`src/sv/srfv_pkg.sv`:
```
`timescale 1ns / 1ps
`default_nettype none

package srfv_pkg;

  localparam int SAMPLE_W = 32;
  localparam int GAIN_W = 24;
  localparam int CFG_IDX_W = 2;
  localparam int OVERSAMPLE_DEF = 4;

  // Register indexes of the configuration port.
  localparam logic [CFG_IDX_W-1:0] REG_COEF_A = 2'd0;
  localparam logic [CFG_IDX_W-1:0] REG_COEF_B = 2'd1;
  localparam logic [CFG_IDX_W-1:0] REG_COEF_C = 2'd2;
  localparam logic [CFG_IDX_W-1:0] REG_PHASE_STEP = 2'd3;

  localparam logic [31:0] PHASE_RESET = 32'h8000_0000;
  localparam logic [GAIN_W-1:0] GAIN_ONE = 24'h10_0000;
  localparam logic [GAIN_W-1:0] GAIN_CAP = 24'hA0_0000;

  // Reciprocal 2^44 / den in Q.20, clamped at 128.0.
  localparam int RECIP_W = 28;
  localparam logic [RECIP_W-1:0] RECIP_CAP = 28'h800_0000;
  localparam int DIV_STEPS = 27;
  localparam int DIV_CNT_W = 5;
  localparam logic [31:0] DIV_INIT = 32'h0002_0000;
  localparam logic [31:0] DEN_CLAMP = 32'h0002_0000;
  localparam logic [31:0] EPS_Q24 = 32'd1678;

  localparam logic signed [31:0] K_NEW = 32'sd125829;
  localparam logic signed [31:0] K_OLD = 32'sd922747;

endpackage

`default_nettype wire

```
`src/sv/srfv_div.sv`:
```
`timescale 1ns / 1ps
`default_nettype none

module srfv_div
  import srfv_pkg::*;
(
  input  wire logic                 clk,
  input  wire logic                 rst,
  input  wire logic                 start,
  input  wire logic [31:0]          den,
  output logic                      done,
  output logic [DIV_STEPS-1:0]      quo
);

  logic                 busy;
  logic [DIV_CNT_W-1:0] cnt;
  logic [31:0]          rem;
  logic [32:0]          trial;

  // Restoring division of 2^44 by den, one quotient bit per cycle. The
  // remainder starts at 2^17, which is below den whenever this unit runs.
  assign trial = {rem, 1'b0};

  always_ff @(posedge clk) begin
    if (rst) begin
      busy <= 1'b0;
      done <= 1'b0;
    end else begin
      done <= 1'b0;
      if (start) begin
        busy <= 1'b1;
        cnt  <= '0;
        rem  <= DIV_INIT;
        quo  <= '0;
      end else if (busy) begin
        if (trial >= {1'b0, den}) begin
          rem <= 32'(trial - {1'b0, den});
          quo <= {quo[DIV_STEPS-2:0], 1'b1};
        end else begin
          rem <= trial[31:0];
          quo <= {quo[DIV_STEPS-2:0], 1'b0};
        end
        if (cnt == DIV_CNT_W'(DIV_STEPS - 1)) begin
          busy <= 1'b0;
          done <= 1'b1;
        end else begin
          cnt <= cnt + 1'b1;
        end
      end
    end
  end

endmodule

`default_nettype wire

```
`src/sv/saw_resonant_filter_voice.sv`:
```
`timescale 1ns / 1ps
`default_nettype none

// Sawtooth voice through a two-pole resonant low-pass filter. Each request on
// the input channel produces one Q8.24 output sample: the block runs
// OVERSAMPLE filter substeps y = a*y1 + b*y2 + c*saw, tracks the block peak,
// and emits the last y times the current gain, saturated, with a clip flag.
// When the request is flagged end_of_block, the gain is then recomputed from
// the block peak (0.12/(peak+0.0001) + 0.88*gain, capped at 10) and the peak
// trackers are cleared. All multiplications go through one registered 32x32
// multiplier under a small sequencer. Each of the OVERSAMPLE substeps (four
// by default) needs three multiplier passes and a history update; then the
// output product is formed, and the output state waits while the previous
// result is unclaimed. An end-of-block request then also runs the bit-serial
// reciprocal divider and two more multiplier passes before the block is
// ready again. The input channel is not ready while a request is being worked
// on. The output is held in a register, so a result may wait downstream while
// the next request is already computing. Coefficients must be written through
// the configuration port only while the block is idle; the block itself does
// not enforce this.

module saw_resonant_filter_voice
  import srfv_pkg::*;
#(
  parameter int OVERSAMPLE = OVERSAMPLE_DEF
) (
  input  wire logic                       clk,
  input  wire logic                       rst,
  input  wire logic                       cfg_we,
  input  wire logic [CFG_IDX_W-1:0]       cfg_index,
  input  wire logic [31:0]                cfg_data,
  input  wire logic                       in_valid,
  output logic                            in_ready,
  input  wire logic                       end_of_block,
  output logic                            out_valid,
  input  wire logic                       out_ready,
  output logic signed [SAMPLE_W-1:0]      sample_out,
  output logic                            clipped
);

  localparam int SUB_W = (OVERSAMPLE > 1) ? $clog2(OVERSAMPLE) : 1;

  // Sequencer states.
  localparam logic [3:0] S_IDLE = 4'd0;
  localparam logic [3:0] S_MA   = 4'd1;
  localparam logic [3:0] S_MB   = 4'd2;
  localparam logic [3:0] S_MC   = 4'd3;
  localparam logic [3:0] S_UPD  = 4'd4;
  localparam logic [3:0] S_GM   = 4'd5;
  localparam logic [3:0] S_GO   = 4'd6;
  localparam logic [3:0] S_PK   = 4'd7;
  localparam logic [3:0] S_DIV  = 4'd8;
  localparam logic [3:0] S_DIVW = 4'd9;
  localparam logic [3:0] S_GK1  = 4'd10;
  localparam logic [3:0] S_GK2  = 4'd11;
  localparam logic [3:0] S_GK3  = 4'd12;

  logic [3:0]               state;
  logic [SUB_W-1:0]         sub_cnt;
  logic                     eob;

  logic signed [31:0]       coef_a;
  logic signed [31:0]       coef_b;
  logic signed [31:0]       coef_c;
  logic [31:0]              phase_step;

  logic [31:0]              saw_phase;
  logic signed [31:0]       filter_prev1;
  logic signed [31:0]       filter_prev2;
  logic signed [31:0]       peak_high;
  logic signed [31:0]       peak_low;
  logic [GAIN_W-1:0]        gain;

  logic signed [31:0]       mul_a;
  logic signed [31:0]       mul_b;
  logic signed [63:0]       prod;
  logic signed [45:0]       acc;
  logic [31:0]              den;
  logic [RECIP_W-1:0]       recip;

  logic signed [63:0]       prod_r28;
  logic signed [45:0]       term_ext;
  logic signed [45:0]       fsum;
  logic signed [31:0]       y_sat;
  logic signed [63:0]       prod_r20;
  logic signed [43:0]       out_wide;
  logic signed [31:0]       out_sat;
  logic                     out_clip;
  logic signed [32:0]       ph33;
  logic signed [32:0]       neg_low;
  logic signed [32:0]       pk;
  logic [45:0]              gsum;
  logic [25:0]              g_new;

  logic                     div_start;
  logic                     div_done;
  logic [DIV_STEPS-1:0]     div_quo;

  assign in_ready = (state == S_IDLE) && !rst;

  // Operand selection for the shared multiplier. The product is registered,
  // so a state loads operands and the following state consumes the result.
  always_comb begin
    case (state)
      S_MA: begin
        mul_a = coef_a;
        mul_b = filter_prev1;
      end
      S_MB: begin
        mul_a = coef_b;
        mul_b = filter_prev2;
      end
      S_MC: begin
        // The saw value is the phase shifted right by eight, sign kept.
        mul_a = coef_c;
        mul_b = {{8{saw_phase[31]}}, saw_phase[31:8]};
      end
      S_GK1: begin
        mul_a = K_NEW;
        mul_b = {{(32 - RECIP_W){1'b0}}, recip};
      end
      S_GK2: begin
        mul_a = K_OLD;
        mul_b = {{(32 - GAIN_W){1'b0}}, gain};
      end
      default: begin
        // Output product; it also stays stable while the output waits.
        mul_a = filter_prev1;
        mul_b = {{(32 - GAIN_W){1'b0}}, gain};
      end
    endcase
  end

  always_ff @(posedge clk) begin
    prod <= mul_a * mul_b;
  end

  // Each filter term is rounded to Q8.24, half toward plus infinity.
  always_comb begin
    prod_r28 = prod + 64'sd134217728;
    term_ext = {{10{prod_r28[63]}}, prod_r28[63:28]};
    fsum     = acc + term_ext;
    if (fsum > 46'sd2147483647) begin
      y_sat = 32'sh7fff_ffff;
    end else if (fsum < -46'sd2147483648) begin
      y_sat = 32'sh8000_0000;
    end else begin
      y_sat = fsum[31:0];
    end
  end

  // Output sample: y times gain rounded from Q.44 to Q8.24 and saturated.
  always_comb begin
    prod_r20 = prod + 64'sd524288;
    out_wide = prod_r20[63:20];
    out_clip = 1'b1;
    if (out_wide > 44'sd2147483647) begin
      out_sat = 32'sh7fff_ffff;
    end else if (out_wide < -44'sd2147483648) begin
      out_sat = 32'sh8000_0000;
    end else begin
      out_sat  = out_wide[31:0];
      out_clip = 1'b0;
    end
  end

  // Block peak is the larger magnitude of the two trackers.
  always_comb begin
    ph33    = {peak_high[31], peak_high};
    neg_low = 33'sd0 - {peak_low[31], peak_low};
    pk      = (ph33 > neg_low) ? ph33 : neg_low;
  end

  // New gain in Q4.20: weighted sum of the reciprocal and the old gain.
  always_comb begin
    gsum  = 46'(acc) + prod[45:0] + 46'd524288;
    g_new = gsum[45:20];
  end

  // A denominator at or below 2^17 gives a reciprocal at or above the clamp,
  // so the divider is only started for larger ones.
  assign div_start = (state == S_DIV) && (den > DEN_CLAMP);

  srfv_div u_div (
    .clk   (clk),
    .rst   (rst),
    .start (div_start),
    .den   (den),
    .done  (div_done),
    .quo   (div_quo)
  );

  always_ff @(posedge clk) begin
    if (rst) begin
      state        <= S_IDLE;
      sub_cnt      <= '0;
      eob          <= 1'b0;
      out_valid    <= 1'b0;
      coef_a       <= '0;
      coef_b       <= '0;
      coef_c       <= '0;
      phase_step   <= '0;
      saw_phase    <= PHASE_RESET;
      filter_prev1 <= '0;
      filter_prev2 <= '0;
      peak_high    <= '0;
      peak_low     <= '0;
      gain         <= GAIN_ONE;
    end else begin
      if (cfg_we) begin
        case (cfg_index)
          REG_COEF_A:     coef_a <= cfg_data;
          REG_COEF_B:     coef_b <= cfg_data;
          REG_COEF_C:     coef_c <= cfg_data;
          REG_PHASE_STEP: phase_step <= cfg_data;
          default: ;
        endcase
      end

      // In the output state a claimed result is replaced by the new one.
      if (out_valid && out_ready && (state != S_GO)) begin
        out_valid <= 1'b0;
      end

      case (state)
        S_IDLE: begin
          if (in_valid) begin
            eob     <= end_of_block;
            sub_cnt <= '0;
            state   <= S_MA;
          end
        end
        S_MA: begin
          state <= S_MB;
        end
        S_MB: begin
          acc   <= term_ext;
          state <= S_MC;
        end
        S_MC: begin
          acc   <= fsum;
          state <= S_UPD;
        end
        S_UPD: begin
          // The saturated value enters both the history and the peaks.
          filter_prev2 <= filter_prev1;
          filter_prev1 <= y_sat;
          saw_phase    <= saw_phase + phase_step;
          if (y_sat > peak_high) begin
            peak_high <= y_sat;
          end
          if (y_sat < peak_low) begin
            peak_low <= y_sat;
          end
          if (sub_cnt == SUB_W'(OVERSAMPLE - 1)) begin
            state <= S_GM;
          end else begin
            sub_cnt <= sub_cnt + 1'b1;
            state   <= S_MA;
          end
        end
        S_GM: begin
          state <= S_GO;
        end
        S_GO: begin
          // Wait here only while the previous result is still unclaimed.
          if (!out_valid || out_ready) begin
            sample_out <= out_sat;
            clipped    <= out_clip;
            out_valid  <= 1'b1;
            state      <= eob ? S_PK : S_IDLE;
          end
        end
        S_PK: begin
          den   <= pk[31:0] + EPS_Q24;
          state <= S_DIV;
        end
        S_DIV: begin
          if (den <= DEN_CLAMP) begin
            recip <= RECIP_CAP;
            state <= S_GK1;
          end else begin
            state <= S_DIVW;
          end
        end
        S_DIVW: begin
          if (div_done) begin
            recip <= {1'b0, div_quo};
            state <= S_GK1;
          end
        end
        S_GK1: begin
          state <= S_GK2;
        end
        S_GK2: begin
          acc   <= prod[45:0];
          state <= S_GK3;
        end
        S_GK3: begin
          if (g_new > 26'(GAIN_CAP)) begin
            gain <= GAIN_CAP;
          end else begin
            gain <= g_new[GAIN_W-1:0];
          end
          peak_high <= '0;
          peak_low  <= '0;
          state     <= S_IDLE;
        end
        default: begin
          state <= S_IDLE;
        end
      endcase
    end
  end

  // The gain never leaves its capped range.
  a_gain_cap: assert property (@(posedge clk) disable iff (rst)
    gain <= GAIN_CAP)
    else $error("gain above cap");

  // The trackers hold max(0, y) and min(0, y).
  a_peak_sign: assert property (@(posedge clk) disable iff (rst)
    !peak_high[31] && (peak_low[31] || (peak_low == 32'sd0)))
    else $error("peak tracker sign wrong");

  // The divider reports completion only while the sequencer waits for it.
  a_div_done: assert property (@(posedge clk) disable iff (rst)
    div_done |-> (state == S_DIVW))
    else $error("divider done outside wait state");

  // An accepted request blocks the input for at least the next cycle.
  a_busy_after_accept: assert property (@(posedge clk) disable iff (rst)
    (in_valid && in_ready) |=> !in_ready)
    else $error("input ready right after accept");

endmodule

`default_nettype wire

```
`config.mk`:
```
export PLATFORM = sky130hd
export DESIGN_NAME = saw_resonant_filter_voice
export DESIGN_NICKNAME = d
export VERILOG_FILES = /design/src/sv/srfv_pkg.sv /design/src/sv/srfv_div.sv /design/src/sv/saw_resonant_filter_voice.sv
export SDC_FILE = /design/constraint.sdc
export NUM_CORES = 2
export LEC_CHECK = 0
export ABC_CLOCK_PERIOD_IN_PS = 30300
export BUFFER_PORTS_ARGS = -buffer_cell sky130_fd_sc_hd__buf_4
export CORE_MARGIN = 4
export CORE_UTILIZATION = 35
export DETAILED_ROUTE_END_ITERATION = 10
export SLEW_MARGIN = 20
export SYNTH_ARGS = -nofsm -noshare
export SYNTH_HDL_FRONTEND = slang
export SYNTH_SLANG_ARGS = --single-unit
```
`constraint.sdc`:
```
create_clock -name clk -period 30.3 [get_ports clk]
set_input_delay 4.545 -clock clk [delete_from_list [all_inputs] [get_ports clk]]
set_output_delay 4.545 -clock clk [all_outputs]
set_load 0.02 [all_outputs]
```
Word-level counts from Yosys, hierarchy flattened
Cells that the tools add are included.
{"block": "word_totals", "ff_bits": 589, "inputBits": 40}
{"block": "op_classes", "n_addsub": 11, "n_mul": 1, "order_cmp": 11, "eq_ne": 26, "n_mux": 39, "n_bitwise": 2, "n_reduce_logical": 30}
{"operator": "$mux W32", "count": 8}
{"operator": "$pmux W32 S5", "count": 1}
{"operator": "$pmux W46 S3", "count": 1}
{"operator": "$pmux W32 S2", "count": 2}
{"operator": "$pmux W32 S4", "count": 1}
{"operator": "$add A64 B21 Y64 const B", "count": 1}
{"operator": "$add A64 B29 Y64 const B", "count": 1}
{"operator": "$mul A32 B32 Y64", "count": 1}
{"operator": "$mux W28", "count": 2}
{"operator": "$pmux W28 S2", "count": 1}
{"operator": "$pmux W4 S12", "count": 1}
{"operator": "$add A46 B20 Y46 const B", "count": 1}
{"operator": "$add A46 B36 Y46", "count": 1}
{"operator": "$add A46 B46 Y46", "count": 1}
{"operator": "$gt A46 B32 Y1 const B", "count": 1}
{"operator": "$lt A46 B32 Y1 const B", "count": 1}
{"operator": "$gt A44 B32 Y1 const B", "count": 1}
{"operator": "$lt A44 B32 Y1 const B", "count": 1}
{"operator": "$ge A33 B32 Y1", "count": 1}
{"operator": "$gt A32 B33 Y1", "count": 1}
{"operator": "$sub A1 B32 Y33 const A", "count": 1}
{"operator": "$add A32 B11 Y32 const B", "count": 1}
{"operator": "$add A32 B32 Y32", "count": 1}
{"operator": "$gt A32 B18 Y1 const B", "count": 1}
{"operator": "37 further kinds", "count": 87}

Logic depth before layout (Yosys ltp)
{"block": "depth", "depth_word": 8, "ltp_mapped": 41, "mapped_depth_nobuf": 37}

Modules after synthesis
Synthesis repeated with hierarchy kept, for this count alone.
{"block": "unflattened", "cells_unflattened": 8467, "hier_area_um2": 72741.0}
{"module": "saw_resonant_filter_voice", "n_inst": 1, "cells_each": 7985, "area_per_inst_um2": 68027.7, "seq_area_each_um2": 11861.4}
{"module": "srfv_div", "n_inst": 1, "cells_each": 482, "area_per_inst_um2": 4713.3, "seq_area_each_um2": 1961.9}

Worst setup path after synthesis
No wires, ideal clock.
{"block": "synth_path", "path_type": "input -> output", "from": "input port rst", "to": "output port in_ready", "t_arrival_ps": 5510, "required_ps": 25755, "path_slack_ps": 20245, "path_stages": 4, "n_path_buf": 3, "path_cell_list": "clkbuf_1 -> clkbuf_1 -> clkbuf_1 -> nor2_1"}
{"block": "synth_via", "elab_chain_cells": 2}
{"item": "from (decl)", "line_no": "saw_resonant_filter_voice.sv:28", "rtl": "input wire logic rst,"}
{"item": "$logic_not A1 Y1", "line_no": "saw_resonant_filter_voice.sv:99", "rtl": "assign in_ready = (state == S_IDLE) && !rst;"}
{"item": "$logic_and A1 B1 Y1", "line_no": "saw_resonant_filter_voice.sv:99"}
{"item": "to (decl)", "line_no": "saw_resonant_filter_voice.sv:33", "rtl": "output logic in_ready,"}
Every way passes these cells.

Worst setup path in the final report
{"block": "layout_path", "from": "register state[1]", "to": "register prod[62]"}
{"block": "layout_via", "elab_chain_cells": 3, "word_cells_on_any_way": 8, "cone_classes": "mul: 1; eq/ne: 5; mux: 2"}
{"item": "from (decl)", "line_no": "saw_resonant_filter_voice.sv:58", "rtl": "logic [3:0] state;"}
{"item": "from (signal assigned)", "line_no": "saw_resonant_filter_voice.sv:271", "rtl": "state <= eob ? S_PK : S_IDLE;"}
{"item": "$eq A4 B4 Y1, or another cell as far along", "line_no": "saw_resonant_filter_voice.sv:104", "rtl": "case (state)"}
{"item": "$pmux W32 S5 or $pmux W32 S4 (tied branches)", "line_no": "saw_resonant_filter_voice.sv:104"}
{"item": "$mul A32 B32 Y64 (*)", "line_no": "saw_resonant_filter_voice.sv:135", "rtl": "prod <= mul_a * mul_b;"}
{"item": "to (signal assigned)", "line_no": "saw_resonant_filter_voice.sv:135"}
{"item": "to (decl)", "line_no": "saw_resonant_filter_voice.sv:76", "rtl": "logic signed [63:0] prod;"}
Mark *: on every way between the ends. The rest lies on a longest branch, timed or not.
A chain may end at the register's enable or synchronous reset.

==> results.toml <==
[status]
status = "completed"

[critical_path]
path_class = "register to register"
crit_start = "state[1]"
path_max_fanout = 60
start_kind = "register"
crit_slowest_cell = "buf_4"
cp.required_ns = 30.88
cpMostUsedCell = "fa_1"
reg2reg_from = "state[1]"
critical_path_arrival_ns = 12.79
critPathMaxStageDelay_ns = 0.71
endpoint_kind = "register"

[floorplan]
fp-row-count = 166
pin_count = 75
die-area_sq_um = 213000
die_x_um = 461
die_h_um = 461
core_sq_um = 204000
start_util_pct = 35.1

[logic_synthesis]
synth_top_area_cell = "fa_1"
synth-edff-count = 203
synth_top_area_share_pct = 30.2
yosysSeqAreaShare_pct = 19.2
synthCells = 8383
ys_top_cells_by_area = "fa_1 30%, dfxtp_1 11%, edfxtp_1 8.5%"
syn_area_per_cell_sq_um = 8.57
synth.distinct_cells = 96
ys_warn_count = 0
async_flop_share_pct = 0
syn_area_sq_um = 71800
syn-num-nets = 9990
synthFlopType = "dfxtp_1"
ys_ff_latch = 589

[clock_tree]
cts_resized = 0
clk-insertion-delay-late_ns = 0.70
clk_pin_slew_worst_paths_ns = 0.06
cts_tree = "built"
cts_buffer_depth = 3
h-tree-depth = 3
numCtsBuffers = 69
post-cts-setup-buffers = 0
holdBufCountCts = 0
clock-sinks = 589
root_buffer = "clkbuf_16"

[grt]
overflow = 0
grt_pass1_wl_um = 392000
grt_max_degree = 110
grt_pass1_vias = 59600
track_usage_pct = 24.7
grt_antenna_before_repair = 7

[placed_design]
dp_hpwl_um = 205000
finalWeightedCongestion = 0.987
dp.cells = 10900
placed_cell_area_sq_um = 75800
portBuffers = 74

[timing]
maxSlewViolCount = 0
rsz0062_at_grt = "no"
clock.fmax_mhz = 81.9
max-slew-margin-rel_pct = 18.1
finalSetupViolations = 0
hold_viol = 0
fin_crit_sh_pct = 40.3
fin_skew_ns = 0.0729
tns_ns = 0
worst_slew_pin_slew_ns = 1.23
fin_crit_ns = 12.21

[drt]
drtIter0Drc = 5587
wl_per_cell_um = 23.9
totalWireLength_um = 264000
route.detailed.drc = 0
vias = 59700
firstDrtPassIters = 8
via_per_inst = 5.40
drtAntennaViolNets = 0

[layout]
fill_cells = 20700
area_delta_synth_final_pct = 9.15
largest_reg_flops = 64
fin_area_sq_um = 78400
top_register = "prod"
stdcell_count = 11100
top_regs = "prod: 64 flops, acc: 46 flops"
ff_latch_area_sq_um = 13800
drive_gt1_share_pct = 5.61
layout.nets = 9916
multi_input_area_sq_um = 51700

[hold_path]
worstHoldStart = "coef_c[12]"
hp-class = "register to register"

[flow_run]
max_cap_viol_count = 0
==> worst max-delay path, delay by kind of cell, from the launching register on <==
| kind | cells | cell delay [ns] |
|---|---|---|
| AND/OR/NAND/NOR | 5 | 1.48 |
| AO/OA/AOI/OAI | 13 | 2.65 |
| XOR/XNOR | 1 | 0.14 |
| flip-flops | 1 | 0.60 |
| adder cells (fa/ha/maj) | 9 | 4.54 |
| buffers and inverters | 9 | 2.63 |
==> cell usage after synthesis, drive strengths merged, types with 16 or more instances <==
cell type and number:
inv 1353, nand2 1285, fa 1085, nor2 777, ha 482, a21oi 452, dfxtp 386, clkbuf 365
o21ai 342, xnor2 219, edfxtp 203, nand3 133, nor3 124, a21o 109, o21a 96, xor2 94
a22oi 93, nand4 84, and2 75, or3 59, mux2i 48, and3 36, a211oi 35, nand2b 35
o21bai 35, nor2b 32, buf 28, nor4 27, o31ai 21, a211o 20, o211ai 20, a31oi 19
or2 18, or4 16
==> through the flow <==
stage | setup slack [ns] | utilization [%] | hold WS (ns)
floorplan | 20.25 | - | 0.426
global placement | 18.40 | 37.1 | 0.439
detailed placement | 18.32 | 37.1 | 0.445
CTS | 18.24 | 38.3 | 0.454
global route | 17.45 | 38.4 | 0.466
finish | 18.09 | 38.4 | 0.452
==> placed cells by master, fill, tap and decap left out, types with 73 or more instances in the layout <==
cell      count
inv_1      1352
nand2_1    1284
fa_1       1085
nor2_1      768
ha_1        482
a21oi_1     451
dfxtp_1     386
buf_4       244
o21ai_0     242
xnor2_1     219
edfxtp_1    203
nand3_1     133
nor3_1      117
a21o_1      109
xor2_1       94
o21a_1       94
a22oi_1      92
nand4_1      84
and2_1       73
==> logic make-up after synthesis <==
kind of cell | after synthesis | synth area share, %
adder cells (fa/ha/maj) | 1567 | 38.6
buffers and inverters | 1747 | 9.15
XOR/XNOR | 313 | 3.82
multiplexers | 52 | 0.732
AO/OA/AOI/OAI | 1372 | 11.9
flip-flops | 589 | 19.2
AND/OR/NAND/NOR | 2743 | 16.5
==> final timing paths <==
check,to,slack (ns),cells past startpoint
hold / removal,coef_c[12],0.45,2
hold reg to reg,coef_c[12],0.45,2
setup / recovery,prod[62],18.09,37
setup reg to reg,prod[62],18.09,37
==> layer usage <==
metal	part of all wire (%)	up-vias	track usage [%]	wire (um)
li1	-	26700	-	-
met2	42	2749	36.7	112000
met4	4.7	0	10.0	12500
met3	10	502	6.26	26500
met5	0	-	0	0
met1	43	29800	34.1	113000
==> layout make-up <==
type / instances / area share (%)
multi-input cells: 6047 / 66.0
flip-flops and latches: 589 / 17.6
inverters: 1354 / 6.48
well taps: 2688 / 4.29
repair buffers: 248 / 2.43
clock buffers: 83 / 2.37
clock inverters: 45 / 0.801
diodes: 4 / 0.0128
Power is left out: the tool's default activity adds up to more than one toggle a clock period on the data nets, which glitch-free logic cannot reach.
